`src/hdl/blmin_pkg.sv`:
```
// Shared types and codes for the bounded record list with lowest-price search.
`timescale 1ns / 1ps
`default_nettype none

package blmin_pkg;

    // Request codes carried in req_type.
    localparam logic [2:0] REQ_APPEND = 3'd0;
    localparam logic [2:0] REQ_REMOVE = 3'd1;
    localparam logic [2:0] REQ_SWAP   = 3'd2;
    localparam logic [2:0] REQ_LOWEST = 3'd3;
    localparam logic [2:0] REQ_READ   = 3'd4;

    // Status codes returned with every result.
    localparam logic [2:0] STS_OK      = 3'd0;
    localparam logic [2:0] STS_FULL    = 3'd1;
    localparam logic [2:0] STS_EMPTY   = 3'd2;
    localparam logic [2:0] STS_BADPOS  = 3'd3;
    localparam logic [2:0] STS_TOOMANY = 3'd4;

    typedef struct packed {
        logic [2:0]         req_type;
        logic signed [31:0] item_code;
        logic signed [31:0] item_price;
        logic signed [31:0] item_quantity;
        logic [7:0]         count_to_remove;
        logic [7:0]         pos_a;
        logic [7:0]         pos_b;
        logic [7:0]         read_position;
    } blmin_req_t;

    typedef struct packed {
        logic [2:0]         status;
        logic [7:0]         found_position;
        logic signed [31:0] entry_code;
        logic signed [31:0] entry_price;
        logic signed [31:0] entry_quantity;
        logic [7:0]         list_count;
        logic               list_full;
    } blmin_resp_t;

    // One stored record as it sits in a memory word.
    typedef struct packed {
        logic signed [31:0] code;
        logic signed [31:0] price;
        logic signed [31:0] quantity;
    } blmin_rec_t;

    // Control from the sequencer to the minimum tracker.
    typedef struct packed {
        logic clear;
        logic sample;
    } blmin_scan_ctl_t;

    typedef enum logic [3:0] {
        ST_IDLE,
        ST_DECODE,
        ST_SWAP_B,
        ST_SWAP_WR_A,
        ST_SWAP_WR_B,
        ST_SCAN,
        ST_SCAN_END,
        ST_READ_WAIT,
        ST_DONE
    } blmin_state_t;

endpackage

`default_nettype wire

```
`src/hdl/blmin_scan.sv`:
```
// Running minimum tracker for the lowest-price search.
`timescale 1ns / 1ps
`default_nettype none

module blmin_scan #(
    parameter int ADDR_W = 7
) (
    input  wire logic                       clk,
    input  wire logic                       rst_n,
    input  wire blmin_pkg::blmin_scan_ctl_t ctl,
    input  wire logic [ADDR_W-1:0]          sample_index,
    input  wire blmin_pkg::blmin_rec_t      sample_rec,
    output logic [ADDR_W-1:0]               best_index,
    output blmin_pkg::blmin_rec_t           best_rec
);
    import blmin_pkg::*;

    logic              have_reg;
    logic [ADDR_W-1:0] best_index_reg;
    blmin_rec_t        best_rec_reg;
    logic              take;

    // Strictly lower price only, so the earliest of equal prices is kept.
    assign take = !have_reg || ($signed(sample_rec.price) < $signed(best_rec_reg.price));

    always_ff @(posedge clk or negedge rst_n)
    begin
        if (!rst_n)
        begin
            have_reg <= 1'b0;
        end
        else if (ctl.clear)
        begin
            have_reg <= 1'b0;
        end
        else if (ctl.sample)
        begin
            have_reg <= 1'b1;
        end
    end

    always_ff @(posedge clk)
    begin
        if (ctl.sample && !ctl.clear && take)
        begin
            best_index_reg <= sample_index;
            best_rec_reg   <= sample_rec;
        end
    end

    assign best_index = best_index_reg;
    assign best_rec   = best_rec_reg;

endmodule

`default_nettype wire

```
`config.mk`:
```
export PLATFORM = sky130hd
export DESIGN_NAME = blmin_scan
export DESIGN_NICKNAME = d
export VERILOG_FILES = /design/src/hdl/blmin_pkg.sv /design/src/hdl/blmin_scan.sv
export SDC_FILE = /design/constraint.sdc
export NUM_CORES = 1
export LEC_CHECK = 0
export BUFFER_PORTS_ARGS = -buffer_cell sky130_fd_sc_hd__buf_4
export CORE_MARGIN = 10
export CORE_UTILIZATION = 34
export CTS_CLUSTER_DIAMETER = 200
export DETAILED_ROUTE_END_ITERATION = 8
export GPL_TIMING_DRIVEN = 0
export PLACE_DENSITY = 0.7
export SYNTH_ARGS = -nofsm -noshare
export SYNTH_HDL_FRONTEND = slang
export SYNTH_SLANG_ARGS = --single-unit
```
`constraint.sdc`:
```
create_clock -name clk -period 21.6 [get_ports clk]
set_input_delay 2.16 -clock clk [delete_from_list [all_inputs] [get_ports clk]]
set_output_delay 2.16 -clock clk [all_outputs]
set_load 0.01 [all_outputs]
```
# ---- Word level (Yosys, flattened, before mapping)
# Cells that the tools add are included.
dict set report op_classes {
  reduce_logical 6
  n_mux 2
  magnitude_cmp 1
}
# operator count
set op_table {}
lappend op_table {{less-than comparator 32 bit} 1}
lappend op_table {{logical AND 1 bit} 2}
lappend op_table {{zero test 1 bit} 2}
lappend op_table {{2-to-1 mux 1 bit} 2}
lappend op_table {{nonzero test 2 bit} 1}
lappend op_table {{logical OR 1 bit} 1}
dict set report word_totals {
  regBits 104
  out_inout_bits 103
  elab_cells 14
  in_bits 107
}

# ---- Depth between registers and ports, before layout
dict set report logic_depth {
  ltp_word 3
  ltp_mapped 8
  depth_no_buf 8
}

# ---- Worst setup path after synthesis
# Ideal clock, no wire load.
dict set report synth_path {
  path_type {input to register}
  start {in sample_rec[62] (netlist name)}
  end {reg best_index_reg[0], in the netlist best_index[0], enable pin}
  setup_time_ps 621
  n_path_buf 0
  t_required_ps 20979
  setup_slack_ps 12091
  stages 7
  t_arrival_ps 8888
  path_cell_list {ha_1 a21oi_2 nand2_1 a221o_1 a211o_1 nor2b_4 nor4_2}
}
dict set report synth_between {
  elab_chain_cells 3
}
# item line
set synth_rtl {}
lappend synth_rtl {{start, declared} blmin_scan.sv:12} ;# input wire blmin_pkg::blmin_rec_t sample_rec,
lappend synth_rtl {{less-than comparator 32 bit} blmin_scan.sv:24} ;# assign take = !have_reg || ($signed(sample_rec.price) < $signed(best_rec_reg.price));
lappend synth_rtl {{logical OR 1 bit} blmin_scan.sv:24}
lappend synth_rtl {{logical AND 1 bit} blmin_scan.sv:44} ;# if (ctl.sample && !ctl.clear && take)
lappend synth_rtl {{end signal, assigned} blmin_scan.sv:46} ;# best_index_reg <= sample_index;
lappend synth_rtl {{end, declared} blmin_scan.sv:19} ;# logic [ADDR_W-1:0] best_index_reg;
# Every way passes these cells.
# A chain may end at the register's enable or synchronous reset.

# ---- Worst setup path in the final report
dict set report layout_path {
  start {in sample_rec[63] (netlist name)}
  end {reg best_rec_reg (netlist bit best_rec[65]), enable pin}
}
dict set report layout_between {
  elab_chain_cells 3
}
# item line
set layout_rtl {}
lappend layout_rtl {{less-than comparator 32 bit} blmin_scan.sv:24}
lappend layout_rtl {{logical OR 1 bit} blmin_scan.sv:24}
lappend layout_rtl {{logical AND 1 bit} blmin_scan.sv:44}
lappend layout_rtl {{end signal, assigned} blmin_scan.sv:47} ;# best_rec_reg <= sample_rec;
lappend layout_rtl {{end, declared} blmin_scan.sv:20} ;# blmin_rec_t best_rec_reg;
# Every way passes these cells.

==> flow_summary.toml <==
[sta]
fmax_mhz = 204.5
post-route-period-util = 0.2264
clock-skew-final_ns = 0.008512
rsz0062_at_grt = "no"
hold-worst-slack_ns = 0.5579
slew_headroom = 0.4152
post-route-min-period_ns = 4.890
hold_violations = 0
fin_tns_setup_ns = 0
worst_pin_slew_ns = 0.8706
drv_slew = 0
fin_ws_ns = 16.71
setup_viol = 0

[worst_setup_path]
crit_path_cell_trace = "buf_4, ha_1, nand4_1, nor2_1, a221o_1, a211o_1, nor2b_4, nor4_4, buf_6, buf_6, buf_6"
cp.arrival_ns = 4.93
cpPeakStageDelay_ns = 0.65
rrSetupSlack_ns = 18.26
start_kind = "primary input"
worst_setup_path_end_kind = "register"
slowest_stage = "nor4_4"
crit_type = "primary input to register"
critPathMaxFanout = 16
cpMostUsedCell = "buf_6"
required_ns = 21.64

[yosys]
avgSynthCellArea_sq_um = 17.88
yosys_warnings = 0
syn_nets = 359
synth_cell_type_count = 24
synth-seq-area-share = 0.7891
synth_seq_cells = 104
synth_top_area_frac = 0.7828
synthTopCellsByCount = "edfxtp_1, inv_1, ha_1, a21oi_1, nand2_1"
synthTopCellsByArea = "edfxtp_1, ha_1, inv_1"
netlist_area_sq_um = 3951
synth_edf_count = 103
async_flop_share = 0.009615
synth.most_common_cell = "edfxtp_1"
syn_inst = 221
yosys.area.top_type = "edfxtp_1"
ys.flop_type = "edfxtp_1"

[placed_design]
io_buffer_count = 209
place.gp.congestion = 0.7781
hpwlAfterDp_microns = 9076
dp_slack_ns = 16.28

[global_route]
grt_pass1_wl_microns = 16280
grt_max_degree = 18
grt_antenna_before_repair = 0
grt_pass1_vias = 2985
overflow = 0
grt.total_usage = 0.1288

[cells_and_area]
fill_cells = 964
utilization = 0.5306
layout.nets = 586
largest_register_ffs = 96
drive_gt1_frac = 0.5188
synthToLayoutAreaGrowth_pct = 53.32
seq_area_sq_um = 3118
num_antenna_cells = 0
multi_input_area_sq_um = 721.9

[run]
maxCapViolCount = 0

[clock_network]
cts_tree = "done"
clkSinkCount = 104
clkTransAtPathRegs_ns = 0.07
htreeDepth = 3
cts-root-buf = "clkbuf_16"
insertion_delay_ns = 0.34
ctsHoldBuffers = 0
ctsResizeCount = 0
numCtsBuffers = 9
post-cts-setup-buffers = 0
clockBufferDepth = 2

[floorplan]
io_pins = 210
num_rows = 39
start_util = 0.3460
die-area_sq_um = 16330
die_h_microns = 127.8
fp.coreArea_sq_um = 11420
dieWidth_microns = 127.8

[power_and_ir_drop]
p_leak_uw = 0.002659
p_per_area_nw_per_um2 = 72.61
ir_worst_vdd_mv = 0.04461

[route]
vias = 2683
drc = 0
via_per_inst = 4.502
wire_per_inst_microns = 18.27
dr.pass1.iters = 4
wl_microns = 10890
postRouteAntennaNets = 0
drt_iter0_markers = 127

[hold_path]
hp-class = "register to register"

[status]
status = "finished, final reports clean"
==> worst paths after layout <==
check                                             from                endpoint  cells past startpoint
worst max register to register  best_rec[62]$_DFFE_PP_  best_rec[65]$_DFFE_PP_                     11
worst min register to register    have_reg$_DFFE_PN0P_    have_reg$_DFFE_PN0P_                      2
max in group asynchronous                        rst_n    have_reg$_DFFE_PN0P_                      1
worst max-delay path                    sample_rec[63]  best_rec[65]$_DFFE_PP_                     11
worst min-delay path              have_reg$_DFFE_PN0P_    have_reg$_DFFE_PN0P_                      2
min in group asynchronous                        rst_n    have_reg$_DFFE_PN0P_                      1
==> worst max-delay path: cells and delay by family <==
kind / cells / cell delay (ns)
adders and majority gates: 1 / 0.35
buffers and inverters: 4 / 0.81
AOI/OAI and AO/OA: 2 / 0.55
and+or+nand+nor: 4 / 1.04
==> cell usage in the layout, fill, tap and decap left out <==
cell type	synthesis	routed
nand2b_1	2	2
nor3_1	1	1
o21ai_1	1	1
inv_1	32	32
a211o_1	1	1
o211ai_1	1	1
nor4_1	1	1
a21oi_1	13	13
edfxtp_1	103	103
nand4_1	6	6
nor4_4	0	1
o21ai_0	5	5
a2111oi_2	1	1
a2111oi_0	1	1
nor2_1	4	4
nand3_1	3	3
inv_6	0	1
dfrtp_1	1	1
clkinv_1	0	2
clkinv_4	0	2
clkbuf_16	0	9
a221o_1	1	1
buf_4	0	209
a21oi_2	1	1
ha_1	31	31
nor2b_4	1	1
a21o_1	2	2
clkinvlp_4	0	1
clkinv_2	0	1
buf_6	0	7
nand2_1	7	7
nor3b_2	1	1
==> stage by stage <==
step | total power, uW | cells | cell area, sq um
3_5_place_dp | 297.2 | 580 | 5787
4_1_cts | 446.4 | 596 | 6058
6_report | 439.9 | 596 | 6058
2_1_floorplan | 261.7 | 221 | 3951
5_1_grt | 459.6 | 596 | 6058
3_3_place_gp | 295.7 | 573 | 5699
==> kinds of logic (layout without fill, tap and decap cells) <==
logic type | after synthesis | count (layout) | share of synthesized area
buffers and inverters | 32 | 264 | 0.03040
and+or+nand+nor | 27 | 27 | 0.03958
DFF | 104 | 104 | 0.7891
adders and majority gates | 31 | 31 | 0.09816
AOI/OAI and AO/OA | 27 | 27 | 0.04275
==> power by group <==
group	internal (uW)	switching, uW
Combinational	29.9	24.6
Sequential	234	3.41
Clock	77.9	70.3
Total	342	98.3
==> per-layer routing <==
layer	up-vias	share of wire	GRT usage
met5	-	0	0
met4	0	0.020	0.05497
met3	16	0.11	0.05790
met2	132	0.50	0.2147
met1	1244	0.37	0.1387
li1	1291	-	-
==> cell type report <==
| type | count | share of cell area |
|---|---|---|
| flip-flops and latches | 104 | 0.5147 |
| repair buffers | 216 | 0.2720 |
| clock buffers | 9 | 0.03717 |
| well taps | 143 | 0.02953 |
| clock inverters | 7 | 0.007641 |
| inverters | 32 | 0.01983 |
| multi-input cells | 85 | 0.1192 |
No activity file was read; power rests on OpenSTA's default activity.
